===== src/hdl/srdf_pkg.sv =====
// Shared types and constants for the signed radix digit formatter.
// Used by every module under hdl; depends on nothing else.
package srdf_pkg;

    localparam int unsigned VALUE_W     = 32;
    localparam int unsigned CHAR_W      = 8;
    localparam int unsigned RADIX_W     = 5;
    localparam int unsigned DIGIT_W     = 4;
    localparam int unsigned NUM_SYMBOLS = 16;
    localparam int unsigned MAX_RADIX   = 16;
    // A magnitude of at most 2^31 never needs more than 32 digits.
    localparam int unsigned MAX_DIGITS  = 32;
    localparam int unsigned CNT_W       = $clog2(MAX_DIGITS + 1);
    localparam int unsigned STEP_W      = $clog2(NUM_SYMBOLS);
    localparam int unsigned BIT_CNT_W   = $clog2(VALUE_W);
    localparam int unsigned CFG_W       = 64;
    localparam int unsigned ADDR_W      = 5;

    localparam logic [CHAR_W-1:0] SYM_MINUS = 8'h2D;
    localparam logic [CHAR_W-1:0] SYM_PLUS  = 8'h2B;
    localparam logic [CHAR_W-1:0] SYM_NONE  = 8'h00;

    localparam logic [RADIX_W-1:0] RADIX_RESET        = 5'd10;
    localparam logic [CFG_W-1:0]   SYMBOLS_LOW_RESET  = 64'h3736_3534_3332_3130;
    localparam logic [CFG_W-1:0]   SYMBOLS_HIGH_RESET = 64'h0000_0000_0000_3938;

    typedef enum logic [1:0] {
        REG_RADIX        = 2'd0,
        REG_SYMBOLS_LOW  = 2'd1,
        REG_SYMBOLS_HIGH = 2'd2
    } reg_index_t;

    typedef logic [NUM_SYMBOLS-1:0][CHAR_W-1:0] sym_table_t;

    typedef enum logic [2:0] {
        ST_IDLE,
        ST_CHECK,
        ST_DIV,
        ST_SIGN,
        ST_EMIT,
        ST_INVALID
    } state_t;

    typedef struct packed {
        logic done;
        logic ok;
    } chk_status_t;

    typedef struct packed {
        logic done;
        logic quot_zero;
    } div_status_t;

endpackage


===== src/hdl/srdf_base_check.sv =====
// Base validation: radix range, forbidden symbols and repeated symbols.
// Repeats are found by rotating a copy of the symbol table one byte a cycle.
// Depends on srdf_pkg.
module srdf_base_check (
    input  logic                           clk,
    input  logic                           rst_n,
    input  logic                           start,
    input  logic [srdf_pkg::RADIX_W-1:0]   radix,
    input  srdf_pkg::sym_table_t           symbols,
    output srdf_pkg::chk_status_t          status
);
    import srdf_pkg::*;

    sym_table_t               rot_reg;
    sym_table_t               rot_next;
    sym_table_t               rot_src;
    logic [NUM_SYMBOLS-1:0]   rmask_reg;
    logic [NUM_SYMBOLS-1:0]   rmask_next;
    logic [NUM_SYMBOLS-1:0]   mask_src;
    logic [NUM_SYMBOLS-1:0]   act;
    logic [STEP_W-1:0]        step_reg;
    logic                     busy_reg;
    logic                     done_reg;
    logic                     ok_reg;
    logic                     range_ok;
    logic                     forbid_any;
    logic                     dup_any;
    logic                     last_step;

    always_comb
    begin
        for (int j = 0; j < NUM_SYMBOLS; j++)
        begin
            act[j] = RADIX_W'(j) < radix;
        end
    end

    assign range_ok  = (radix >= RADIX_W'(2)) && (radix <= RADIX_W'(MAX_RADIX));
    assign last_step = step_reg == STEP_W'(NUM_SYMBOLS - 1);

    always_comb
    begin
        forbid_any = 1'b0;
        dup_any    = 1'b0;
        for (int j = 0; j < NUM_SYMBOLS; j++)
        begin
            if (act[j] && (symbols[j] == SYM_NONE || symbols[j] == SYM_MINUS ||
                           symbols[j] == SYM_PLUS))
            begin
                forbid_any = 1'b1;
            end
            // Lane j holds the symbol step_reg places further along the table.
            if (act[j] && rmask_reg[j] && symbols[j] == rot_reg[j])
            begin
                dup_any = 1'b1;
            end
        end
    end

    always_comb
    begin
        rot_src  = start ? symbols : rot_reg;
        mask_src = start ? act : rmask_reg;
        for (int j = 0; j < NUM_SYMBOLS; j++)
        begin
            rot_next[j]   = rot_src[(j + 1) % NUM_SYMBOLS];
            rmask_next[j] = mask_src[(j + 1) % NUM_SYMBOLS];
        end
    end

    always_ff @(posedge clk)
    begin
        if (start || busy_reg)
        begin
            rot_reg   <= rot_next;
            rmask_reg <= rmask_next;
        end
    end

    always_ff @(posedge clk or negedge rst_n)
    begin
        if (!rst_n)
        begin
            busy_reg <= 1'b0;
            done_reg <= 1'b0;
            ok_reg   <= 1'b0;
            step_reg <= '0;
        end
        else
        begin
            done_reg <= busy_reg && last_step;
            if (start)
            begin
                busy_reg <= 1'b1;
                step_reg <= STEP_W'(1);
                ok_reg   <= range_ok && !forbid_any;
            end
            else if (busy_reg)
            begin
                ok_reg   <= ok_reg && !dup_any;
                step_reg <= step_reg + STEP_W'(1);
                if (last_step)
                begin
                    busy_reg <= 1'b0;
                end
            end
        end
    end

    assign status.done = done_reg;
    assign status.ok   = ok_reg;

endmodule


===== src/hdl/srdf_serial_div.sv =====
// Bit-serial restoring divider: one quotient bit per cycle, remainder is one digit.
// A continue request divides the previous quotient again. Depends on srdf_pkg.
module srdf_serial_div (
    input  logic                           clk,
    input  logic                           rst_n,
    input  logic                           start,
    input  logic                           cont,
    input  logic [srdf_pkg::VALUE_W-1:0]   dividend,
    input  logic [srdf_pkg::RADIX_W-1:0]   radix,
    output logic [srdf_pkg::DIGIT_W-1:0]   digit,
    output srdf_pkg::div_status_t          status
);
    import srdf_pkg::*;

    logic [VALUE_W-1:0]   q_reg;
    logic [DIGIT_W-1:0]   rem_reg;
    logic [DIGIT_W-1:0]   rem_next;
    logic [BIT_CNT_W-1:0] cnt_reg;
    logic                 busy_reg;
    logic                 done_reg;
    logic [RADIX_W-1:0]   trial;
    logic [RADIX_W-1:0]   diff;
    logic                 ge;

    // The remainder stays below the radix, so the trial value fits the radix width.
    assign trial    = RADIX_W'({rem_reg, q_reg[VALUE_W-1]});
    assign ge       = trial >= radix;
    assign diff     = trial - radix;
    assign rem_next = ge ? DIGIT_W'(diff) : DIGIT_W'(trial);

    always_ff @(posedge clk)
    begin
        if (start)
        begin
            q_reg   <= dividend;
            rem_reg <= '0;
        end
        else if (cont)
        begin
            rem_reg <= '0;
        end
        else if (busy_reg)
        begin
            q_reg   <= {q_reg[VALUE_W-2:0], ge};
            rem_reg <= rem_next;
        end
    end

    always_ff @(posedge clk or negedge rst_n)
    begin
        if (!rst_n)
        begin
            busy_reg <= 1'b0;
            done_reg <= 1'b0;
            cnt_reg  <= '0;
        end
        else
        begin
            done_reg <= busy_reg && (cnt_reg == '0);
            if (start || cont)
            begin
                busy_reg <= 1'b1;
                cnt_reg  <= BIT_CNT_W'(VALUE_W - 1);
            end
            else if (busy_reg)
            begin
                cnt_reg <= cnt_reg - BIT_CNT_W'(1);
                if (cnt_reg == '0)
                begin
                    busy_reg <= 1'b0;
                end
            end
        end
    end

    assign digit            = rem_reg;
    assign status.done      = done_reg;
    assign status.quot_zero = q_reg == '0;

endmodule


===== src/hdl/srdf_digit_stack.sv =====
// Digit stack as a shift register: digits enter at the top and leave from the top,
// so the last digit found (the most significant) leaves first. Depends on srdf_pkg.
module srdf_digit_stack (
    input  logic                           clk,
    input  logic                           rst_n,
    input  logic                           clear,
    input  logic                           push,
    input  logic                           pop,
    input  logic [srdf_pkg::DIGIT_W-1:0]   push_digit,
    output logic [srdf_pkg::DIGIT_W-1:0]   top_digit,
    output logic [srdf_pkg::CNT_W-1:0]     count
);
    import srdf_pkg::*;

    logic [MAX_DIGITS-1:0][DIGIT_W-1:0] stack_reg;
    logic [MAX_DIGITS-1:0][DIGIT_W-1:0] stack_next;
    logic [CNT_W-1:0]                   count_reg;

    always_comb
    begin
        stack_next = stack_reg;
        if (push)
        begin
            stack_next = {push_digit, stack_reg[MAX_DIGITS-1:1]};
        end
        else if (pop)
        begin
            stack_next = {stack_reg[MAX_DIGITS-2:0], {DIGIT_W{1'b0}}};
        end
    end

    always_ff @(posedge clk)
    begin
        stack_reg <= stack_next;
    end

    always_ff @(posedge clk or negedge rst_n)
    begin
        if (!rst_n)
        begin
            count_reg <= '0;
        end
        else if (clear)
        begin
            count_reg <= '0;
        end
        else if (push)
        begin
            count_reg <= count_reg + CNT_W'(1);
        end
        else if (pop)
        begin
            count_reg <= count_reg - CNT_W'(1);
        end
    end

    assign top_digit = stack_reg[MAX_DIGITS-1];
    assign count     = count_reg;

endmodule


===== src/hdl/signed_radix_digit_formatter_unit.sv =====
// Top level of the signed radix digit formatter: register port, sequencer, output stage.
// Depends on srdf_pkg, srdf_base_check, srdf_serial_div and srdf_digit_stack.
//
// Each accepted value is printed in the programmed radix, most significant digit first,
// one byte per transfer, with a leading minus sign for negative values. One value is
// handled at a time: the base check runs first, then the one-bit-per-cycle divider finds
// each digit in turn, after which the sign and digits leave at one per cycle when the
// output is not stalled. An invalid base gives one transfer with last and base_invalid
// set. Registers sit at byte addresses 0, 8 and 16; they are to be written only while
// the block is idle, which the block itself does not enforce.
module signed_radix_digit_formatter_unit (
    input  logic                                clk,
    input  logic                                rst_n,
    input  logic                                psel,
    input  logic                                penable,
    input  logic                                pwrite,
    input  logic [srdf_pkg::ADDR_W-1:0]         paddr,
    input  logic [srdf_pkg::CFG_W-1:0]          pwdata,
    output logic [srdf_pkg::CFG_W-1:0]          prdata,
    output logic                                pready,
    input  logic                                in_valid,
    output logic                                in_stall,
    input  logic signed [srdf_pkg::VALUE_W-1:0] value,
    output logic                                out_valid,
    input  logic                                out_stall,
    output logic [srdf_pkg::CHAR_W-1:0]         character,
    output logic                                last,
    output logic                                base_invalid
);
    import srdf_pkg::*;

    logic [RADIX_W-1:0] radix_reg;
    logic [CFG_W-1:0]   symbols_low_reg;
    logic [CFG_W-1:0]   symbols_high_reg;
    sym_table_t         symbols;
    reg_index_t         reg_idx;
    logic               cfg_write;

    state_t             state_reg;
    state_t             state_next;
    logic               neg_reg;
    logic [VALUE_W-1:0] mag_reg;
    logic [VALUE_W-1:0] raw;
    logic               accept;
    logic               slot_free;

    chk_status_t        chk;
    div_status_t        div;
    logic [DIGIT_W-1:0] div_digit;
    logic [DIGIT_W-1:0] top_digit;
    logic [CNT_W-1:0]   digit_count;

    logic               chk_start;
    logic               div_start;
    logic               div_cont;
    logic               stk_clear;
    logic               stk_push;
    logic               stk_pop;
    logic               emit_fire;
    logic [CHAR_W-1:0]  emit_char;
    logic               emit_last;
    logic               emit_inv;

    logic               out_valid_reg;
    logic [CHAR_W-1:0]  character_reg;
    logic               last_reg;
    logic               base_invalid_reg;

    // Register port
    assign pready    = 1'b1;
    assign reg_idx   = reg_index_t'(paddr[ADDR_W-1:3]);
    assign cfg_write = psel && penable && pwrite && pready;
    assign symbols   = {symbols_high_reg, symbols_low_reg};

    always_ff @(posedge clk or negedge rst_n)
    begin
        if (!rst_n)
        begin
            radix_reg        <= RADIX_RESET;
            symbols_low_reg  <= SYMBOLS_LOW_RESET;
            symbols_high_reg <= SYMBOLS_HIGH_RESET;
        end
        else if (cfg_write)
        begin
            unique case (reg_idx)
                REG_RADIX:        radix_reg        <= pwdata[RADIX_W-1:0];
                REG_SYMBOLS_LOW:  symbols_low_reg  <= pwdata;
                REG_SYMBOLS_HIGH: symbols_high_reg <= pwdata;
                default:          ;
            endcase
        end
    end

    always_comb
    begin
        unique case (reg_idx)
            REG_RADIX:        prdata = CFG_W'(radix_reg);
            REG_SYMBOLS_LOW:  prdata = symbols_low_reg;
            REG_SYMBOLS_HIGH: prdata = symbols_high_reg;
            default:          prdata = '0;
        endcase
    end

    // Input side
    assign accept    = in_valid && (state_reg == ST_IDLE);
    assign in_stall  = state_reg != ST_IDLE;
    assign slot_free = !out_valid_reg || !out_stall;
    assign raw       = value;

    always_ff @(posedge clk)
    begin
        if (accept)
        begin
            neg_reg <= raw[VALUE_W-1];
            // Negation on the full width leaves the most negative value as 2^31, exact.
            mag_reg <= raw[VALUE_W-1] ? (~raw + VALUE_W'(1)) : raw;
        end
    end

    srdf_base_check u_check (
        .clk     (clk),
        .rst_n   (rst_n),
        .start   (chk_start),
        .radix   (radix_reg),
        .symbols (symbols),
        .status  (chk)
    );

    srdf_serial_div u_div (
        .clk      (clk),
        .rst_n    (rst_n),
        .start    (div_start),
        .cont     (div_cont),
        .dividend (mag_reg),
        .radix    (radix_reg),
        .digit    (div_digit),
        .status   (div)
    );

    srdf_digit_stack u_stack (
        .clk        (clk),
        .rst_n      (rst_n),
        .clear      (stk_clear),
        .push       (stk_push),
        .pop        (stk_pop),
        .push_digit (div_digit),
        .top_digit  (top_digit),
        .count      (digit_count)
    );

    // Sequencer
    always_ff @(posedge clk or negedge rst_n)
    begin
        if (!rst_n)
        begin
            state_reg <= ST_IDLE;
        end
        else
        begin
            state_reg <= state_next;
        end
    end

    always_comb
    begin
        state_next = state_reg;
        unique case (state_reg)
            ST_IDLE:
            begin
                if (accept)
                begin
                    state_next = ST_CHECK;
                end
            end
            ST_CHECK:
            begin
                if (chk.done)
                begin
                    state_next = chk.ok ? ST_DIV : ST_INVALID;
                end
            end
            ST_DIV:
            begin
                if (div.done && div.quot_zero)
                begin
                    state_next = neg_reg ? ST_SIGN : ST_EMIT;
                end
            end
            ST_SIGN:
            begin
                if (slot_free)
                begin
                    state_next = ST_EMIT;
                end
            end
            ST_EMIT:
            begin
                if (slot_free && digit_count == CNT_W'(1))
                begin
                    state_next = ST_IDLE;
                end
            end
            ST_INVALID:
            begin
                if (slot_free)
                begin
                    state_next = ST_IDLE;
                end
            end
            default:
            begin
                state_next = ST_IDLE;
            end
        endcase
    end

    always_comb
    begin
        chk_start = 1'b0;
        stk_clear = 1'b0;
        div_start = 1'b0;
        div_cont  = 1'b0;
        stk_push  = 1'b0;
        stk_pop   = 1'b0;
        emit_fire = 1'b0;
        emit_char = SYM_NONE;
        emit_last = 1'b0;
        emit_inv  = 1'b0;
        unique case (state_reg)
            ST_IDLE:
            begin
                chk_start = accept;
                stk_clear = accept;
            end
            ST_CHECK:
            begin
                div_start = chk.done && chk.ok;
            end
            ST_DIV:
            begin
                stk_push = div.done;
                div_cont = div.done && !div.quot_zero;
            end
            ST_SIGN:
            begin
                emit_fire = slot_free;
                emit_char = SYM_MINUS;
            end
            ST_EMIT:
            begin
                emit_fire = slot_free;
                stk_pop   = slot_free;
                emit_char = symbols[top_digit];
                emit_last = digit_count == CNT_W'(1);
            end
            ST_INVALID:
            begin
                emit_fire = slot_free;
                emit_last = 1'b1;
                emit_inv  = 1'b1;
            end
            default:
            begin
                emit_fire = 1'b0;
            end
        endcase
    end

    // Output register: loads whenever the previous transfer has gone or is going now.
    always_ff @(posedge clk or negedge rst_n)
    begin
        if (!rst_n)
        begin
            out_valid_reg <= 1'b0;
        end
        else if (slot_free)
        begin
            out_valid_reg <= emit_fire;
        end
    end

    always_ff @(posedge clk)
    begin
        if (emit_fire)
        begin
            character_reg    <= emit_char;
            last_reg         <= emit_last;
            base_invalid_reg <= emit_inv;
        end
    end

    assign out_valid    = out_valid_reg;
    assign character    = character_reg;
    assign last         = last_reg;
    assign base_invalid = base_invalid_reg;

`ifndef SYNTH
    a_invalid_is_last: assert property (@(posedge clk) disable iff (!rst_n)
        (out_valid && base_invalid) |-> last)
        else $error("invalid-base transfer without last");

    a_busy_after_accept: assert property (@(posedge clk) disable iff (!rst_n)
        (in_valid && !in_stall) |=> in_stall)
        else $error("new value taken while one is in progress");

    a_last_not_sign: assert property (@(posedge clk) disable iff (!rst_n)
        (out_valid && last && !base_invalid) |-> (character != SYM_MINUS))
        else $error("minus sign sent as final character");
`endif

endmodule


===== config.mk =====
export PLATFORM = sky130hd
export DESIGN_NAME = signed_radix_digit_formatter_unit
export DESIGN_NICKNAME = d
export VERILOG_FILES = /design/src/hdl/srdf_pkg.sv /design/src/hdl/srdf_base_check.sv /design/src/hdl/srdf_serial_div.sv /design/src/hdl/srdf_digit_stack.sv /design/src/hdl/signed_radix_digit_formatter_unit.sv
export SDC_FILE = /design/constraint.sdc
export NUM_CORES = 1
export LEC_CHECK = 0
export ABC_AREA = 1
export BUFFER_PORTS_ARGS = -buffer_cell sky130_fd_sc_hd__buf_2
export CAP_MARGIN = 40
export CORE_MARGIN = 2
export CORE_UTILIZATION = 40
export DETAILED_ROUTE_END_ITERATION = 10
export GPL_TIMING_DRIVEN = 0
export HOLD_SLACK_MARGIN = 0.08
export SLEW_MARGIN = 25
export SYNTH_ARGS = -nofsm -noshare
export SYNTH_HDL_FRONTEND = slang
export SYNTH_SLANG_ARGS = --single-unit

===== constraint.sdc =====
create_clock -name clk -period 9 [get_ports clk]
set_input_delay 1.35 -clock clk [delete_from_list [all_inputs] [get_ports clk]]
set_output_delay 1.35 -clock clk [all_outputs]
set_load 0.005 [all_outputs]

# Yosys cells after proc, flatten, opt, wreduce, memory -nomap -nowiden
# Index checks and enable logic that the tools add are counted.
[classes] div=0 n_bitwise=1 shifts=0 multipliers=0 magnitude_cmp=20 reduce_logical=133 n_eq_ne=64 addsub=6 mux=77
[op_table] operator="$mux 128" n=3
[op_table] operator="$eq 8x6->1 const B" n=32
[op_table] operator="$pmux 64 s3" n=1
[op_table] operator="$eq 8x8->1" n=16
[op_table] operator="$logic_not 8->1" n=16
[op_table] operator="$mux 32" n=3
[op_table] operator="$logic_and 1x1->1" n=60
[op_table] operator="$mux 1" n=47
[op_table] operator="$lt 4x5->1 const A" n=8
[op_table] operator="$logic_or 1x1->1" n=35
[op_table] operator="$add 32x1->32 const B" n=1
[op_table] operator="$bmux 8 s4" n=1
[op_table] operator="$logic_not 32->1" n=1
[op_table] operator="$not 32->32" n=1
[op_table] operator="$mux 31" n=1
[op_table] operator="$mux 3" n=8
[op_table] operator="$lt 3x5->1 const A" n=4
[op_table] operator="$mux 6" n=3
[op_table] operator="$pmux 3 s6" n=1
[op_table] operator="$mux 16" n=1
[op_table] operator="$pmux 8 s2" n=1
[op_table] operator="$mux 4" n=3
[op_table] operator="$lt 1x5->1 const A" n=2
[op_table] operator="$lt 2x5->1 const A" n=2
[op_table] operator="other kinds (31)" n=50
[word_totals] regBits=508 memories=0 mem_bits_ro=0 word_cells=371 latch_bits=0 ramBits=0

# Logic depth before layout (Yosys ltp)
[logic_depth] word_depth=23 ltp_mapped=15 depth_no_buf=15

# Modules after synthesis
# From an unflattened synthesis, not the netlist that was laid out.
[hier_totals] cells_unflattened=3387 area_unflattened_um2=27317.4
[modules_own_cells] module="signed_radix_digit_formatter_unit" instances=1 seq_area_each_um2=4765.8 area_per_inst_um2=9599.2 cells_per_inst=1225
[modules_own_cells] module="srdf_base_check" instances=1 seq_area_each_um2=4499.3 area_per_inst_um2=9540.4 cells_per_inst=1324
[modules_own_cells] module="srdf_digit_stack" instances=1 seq_area_each_um2=3993.8 area_per_inst_um2=6015.8 cells_per_inst=599
[modules_own_cells] module="srdf_serial_div" instances=1 seq_area_each_um2=1216.2 area_per_inst_um2=2162.1 cells_per_inst=239

# Worst setup path before layout
# Ideal clock, no wire load.
[synth_path] path_type="input port to flip-flop" startpoint="input in_valid" endpoint="register u_check.rmask_reg[0], enable pin" path_slack_ns=3.600 required_time_ns=8.490 arrival_time_ns=4.890 cell_stages=4 path_cell_list="nand3_1 buf_2 buf_2 nand2_1"
[synth_via] elab_chain_len=3
[synth_rtl] element="start, declared" line="signed_radix_digit_formatter_unit.sv:21" text="input logic in_valid,"
[synth_rtl] element="$logic_and 1x1->1" line="signed_radix_digit_formatter_unit.sv:105" text="assign accept = in_valid && (state_reg == ST_IDLE);"
[synth_rtl] element="$mux 1" line="signed_radix_digit_formatter_unit.sv:229" text="unique case (state_reg)"
[synth_rtl] element="$logic_or 1x1->1" line="srdf_base_check.sv:73" text="if (start || busy_reg)"
[synth_rtl] element="end signal, assigned" line="srdf_base_check.sv:76" text="rmask_reg <= rmask_next;"
[synth_rtl] element="end, declared" line="srdf_base_check.sv:17" text="logic [NUM_SYMBOLS-1:0] rmask_reg;"
# No other way between the ends.
# A chain may end at the register's enable or synchronous reset.

# Worst setup path after layout
[layout_path] startpoint="input paddr[4] (netlist name)" endpoint="output prdata[4] (netlist name)"
[layout_via] elab_chain_len=2 elab_cells_between_ends=4 cone_classes="eq/ne: 2; mux: 1; reduce/logical: 1"
[layout_rtl] element="start, declared" line="signed_radix_digit_formatter_unit.sv:17" text="input logic [srdf_pkg::ADDR_W-1:0] paddr,"
[layout_rtl] element="$eq 2x2->1 (tied with other cells)" line="signed_radix_digit_formatter_unit.sv:96" text="unique case (reg_idx)"
[layout_rtl] element="$pmux 64 s3 *" line="signed_radix_digit_formatter_unit.sv:96"
[layout_rtl] element="end, declared" line="signed_radix_digit_formatter_unit.sv:19" text="output logic [srdf_pkg::CFG_W-1:0] prdata,"
# Every way passes the cells marked *; elsewhere a longest branch is shown, timed or not.

==> flow_metrics.py <==
metrics = {
    "logic_synthesis": {
        "synth_area_sq_mm": 0.0261,
        "syn_area_per_cell_sq_um": 8.50,
        "synth_warnings": 0,
        "yosys.area.top_type": "edfxtp_1",
        "synthTopCellsByArea": "edfxtp_1, nand2_1, dfrtp_1",
        "synth-async-reset-ratio": 0.309,
        "synthFlopType": "edfxtp_1",
        "synthCells": 3066,
        "synth_fp_nets": 3187,
        "synth_cell_type_count": 49,
        "synth_top_cell_area_share": 0.400,
        "synth_seq_cells": 508,
        "ys_seq_area_frac": 0.555,
        "synth_edf_count": 347,
    },
    "cells_and_area": {
        "largest_reg_flops": 128,
        "area_growth_pct": 15.9,
        "nFillCells": 6450,
        "nNetsFinal": 3434,
        "stdcell_count": 4217,
        "drive_gt1_frac": 0.119,
        "multi_input_area_sq_mm": 0.00958,
        "regArea_sq_mm": 0.0145,
        "fin_area_sq_mm": 0.0302,
    },
    "place": {
        "place_congestion": 0.990,
        "dp_cells": 4110,
        "place_area_sq_mm": 0.0283,
        "preCtsSetupSlack_ns": 4.16,
        "hpwl_mm": 69.5,
        "io_buffer_count": 179,
    },
    "clocking": {
        "cts_tree": "built",
        "htreeDepth": 2,
        "insertion_delay_ns": 0.64,
        "root_buffer": "clkbuf_16",
        "cts_buffer_depth": 3,
        "clock-sinks": 508,
        "cts_buffers": 56,
        "cts_setup_buffers": 0,
        "cts_resized": 0,
        "clk_pin_slew_worst_paths_ns": 0.06,
        "postCtsHoldBufs": 0,
    },
    "floorplan": {
        "die-area_sq_mm": 0.0672,
        "die_x_microns": 259,
        "start_util": 0.404,
        "ios": 185,
        "die_h_microns": 259,
        "coreArea_sq_mm": 0.0645,
        "core.rowCount": 93,
    },
    "power_and_ir_drop": {
        "power_density_mw_per_mm2": 202,
        "p_leak_uw": 0.0135,
        "ir_worst_vdd_v": 0.000137,
    },
    "sta": {
        "fin_worst_skew_ns": 0.0290,
        "finalCritPeriodShare": 0.541,
        "tightest_slew_ns": 0.895,
        "worst_slack_ns": 4.13,
        "setup_tns_ns": 0,
        "setup_viol_count_final": 0,
        "slew_headroom": 0.397,
        "fmax_ghz": 0.205,
        "hold_slack_ns": 0.478,
        "maxSlewViolCount": 0,
        "finalHoldViolCount": 0,
        "fin_crit_ns": 4.87,
        "grt_setup_unrepaired": "false",
    },
    "route": {
        "routed_via_density": 5.49,
        "first_iter_violations": 2940,
        "vias": 23157,
        "first_pass_iters": 6,
        "drcViolationCount": 0,
        "ant_nets": 0,
        "routedWlPerCell_microns": 21.7,
        "routed_wl_mm": 91.6,
    },
    "status": {
        "status": "finished clean",
    },
    "global_routing": {
        "grt_max_degree": 89,
        "gr-total-overflow": 0,
        "grt_pass1_vias": 21558,
        "grt_pass1_wl_mm": 136,
        "grtUsageTotal": 0.270,
        "antenna_found_initial": 9,
    },
    "worst_hold_path": {
        "hold_class": "flip-flop to flip-flop",
    },
    "worst_setup_path": {
        "critical_path.max_fanout": 10,
        "crit_required_ns": 7.65,
        "timing_worst_setup_path_type": "input pin to output port",
        "worstSetupStartpointType": "input pin",
        "crit_arrival_ns": 3.52,
        "endpoint_kind": "output port",
    },
    "job": {
        "drv_cap": 0,
    },
}
-- cell type report --
class                           count  area share
Antenna cell                        1   0.0000828
Clock buffer                       90      0.0578
Buffer                            138      0.0200
Inverter                          387      0.0481
Clock inverter                     16     0.00509
Tap cell                          855      0.0354
Multi-Input combinational cell   2033       0.317
Timing Repair Buffer              189      0.0374
Sequential cell                   508       0.479
-- metrics by stage --
step / power [uW] / util
2_1_floorplan: 3330 / -
3_3_place_gp: 3750 / 0.435
3_5_place_dp: 3760 / 0.439
4_1_cts: 6110 / 0.469
5_1_grt: 6330 / 0.469
6_report: 6100 / 0.469
-- Yosys cell counts (all sizes together) (5+ instances only) --
library cell	n
nand2	874
o21ai	545
inv	386
edfxtp	347
nor2	151
dfrtp	120
nand3	108
a21oi	104
clkbuf	90
o22ai	62
buf	48
nor3	44
dfstp	37
xnor2	29
xor2	27
nand4	18
a31oi	17
ha	12
nor4	7
o31ai	6
a21boi	5
o2111ai	5
o221ai	5
-- critical path, cell delays in order --
cell and delay, ns:
buf_2 0.13, inv_1 0.07, or2_2 0.11, clkbuf_1 0.39, buf_6 0.23, clkbuf_1 0.60, o221ai_1 0.38, buf_2 0.23
-- per-layer routing --
metal	vias up	part of all wire	wire length (microns)	GRT usage
met1	11086	0.42	38800	0.376
li1	10722	-	-	-
met3	231	0.088	8090	0.0490
met5	-	0.0012	113	0
met2	1102	0.45	40900	0.421
met4	16	0.041	3710	0.101
-- placed cells by master (no fill, tap or decap), types with 7 or more instances in the layout --
| cell type | netlist | layout |
|---|---|---|
| xor2_1 | 27 | 27 |
| nand2_1 | 870 | 869 |
| o21ai_0 | 526 | 525 |
| inv_2 | 8 | 8 |
| buf_2 | 38 | 216 |
| nand3_1 | 106 | 106 |
| a21oi_1 | 100 | 100 |
| dfrtp_1 | 120 | 120 |
| clkbuf_16 | 0 | 61 |
| a31oi_1 | 17 | 17 |
| dfstp_2 | 37 | 37 |
| edfxtp_1 | 347 | 347 |
| o21ai_1 | 14 | 14 |
| xnor2_1 | 29 | 29 |
| nor3_1 | 42 | 42 |
| clkbuf_1 | 89 | 106 |
| clkinv_2 | 0 | 9 |
| buf_4 | 7 | 7 |
| nor4_1 | 7 | 7 |
| ha_1 | 12 | 12 |
| nand4_1 | 18 | 18 |
| inv_1 | 378 | 378 |
| o22ai_1 | 62 | 62 |
| nor2_1 | 142 | 142 |
| clkbuf_8 | 0 | 11 |
-- where the power goes --
group	internal, uW	switching (uW)
logic	274	627
clock network	1370	990
registers	2650	193
-- logic make-up (layout without fill, tap and decap cells) --
kind of cell             count (synthesis)  in the layout  share of synthesized area
other                                    1              2                   0.000144
buffers and inverters                  525            820                     0.0788
XOR/XNOR                                56             56                     0.0188
AND/OR/NAND/NOR                       1207           1207                      0.187
flip-flops                             508            508                      0.555
AO/OA/AOI/OAI                          756            756                      0.154
adder cells (fa/ha/maj)                 13             13                    0.00653
-- worst paths after layout --
kind,cells past startpoint,slack (ns),to,start
max reg2reg,8,6.06,u_check.rot_reg[90]$_DFFE_PP_,state_reg[1]$_DFFE_PN0P_
max in group asynchronous,3,7.49,symbols_low_reg[13]$_DFFE_PN1P_,rst_n
min,1,0.48,u_check.step_reg[3]$_DFFE_PN0P_,u_check.step_reg[3]$_DFFE_PN0P_
max,8,4.13,prdata[4],paddr[4]
min in group asynchronous,2,0.71,symbols_high_reg[50]$_DFFE_PN0P_,rst_n
min reg2reg,1,0.48,u_check.step_reg[3]$_DFFE_PN0P_,u_check.step_reg[3]$_DFFE_PN0P_
No activity file was read; power rests on OpenSTA's default activity.
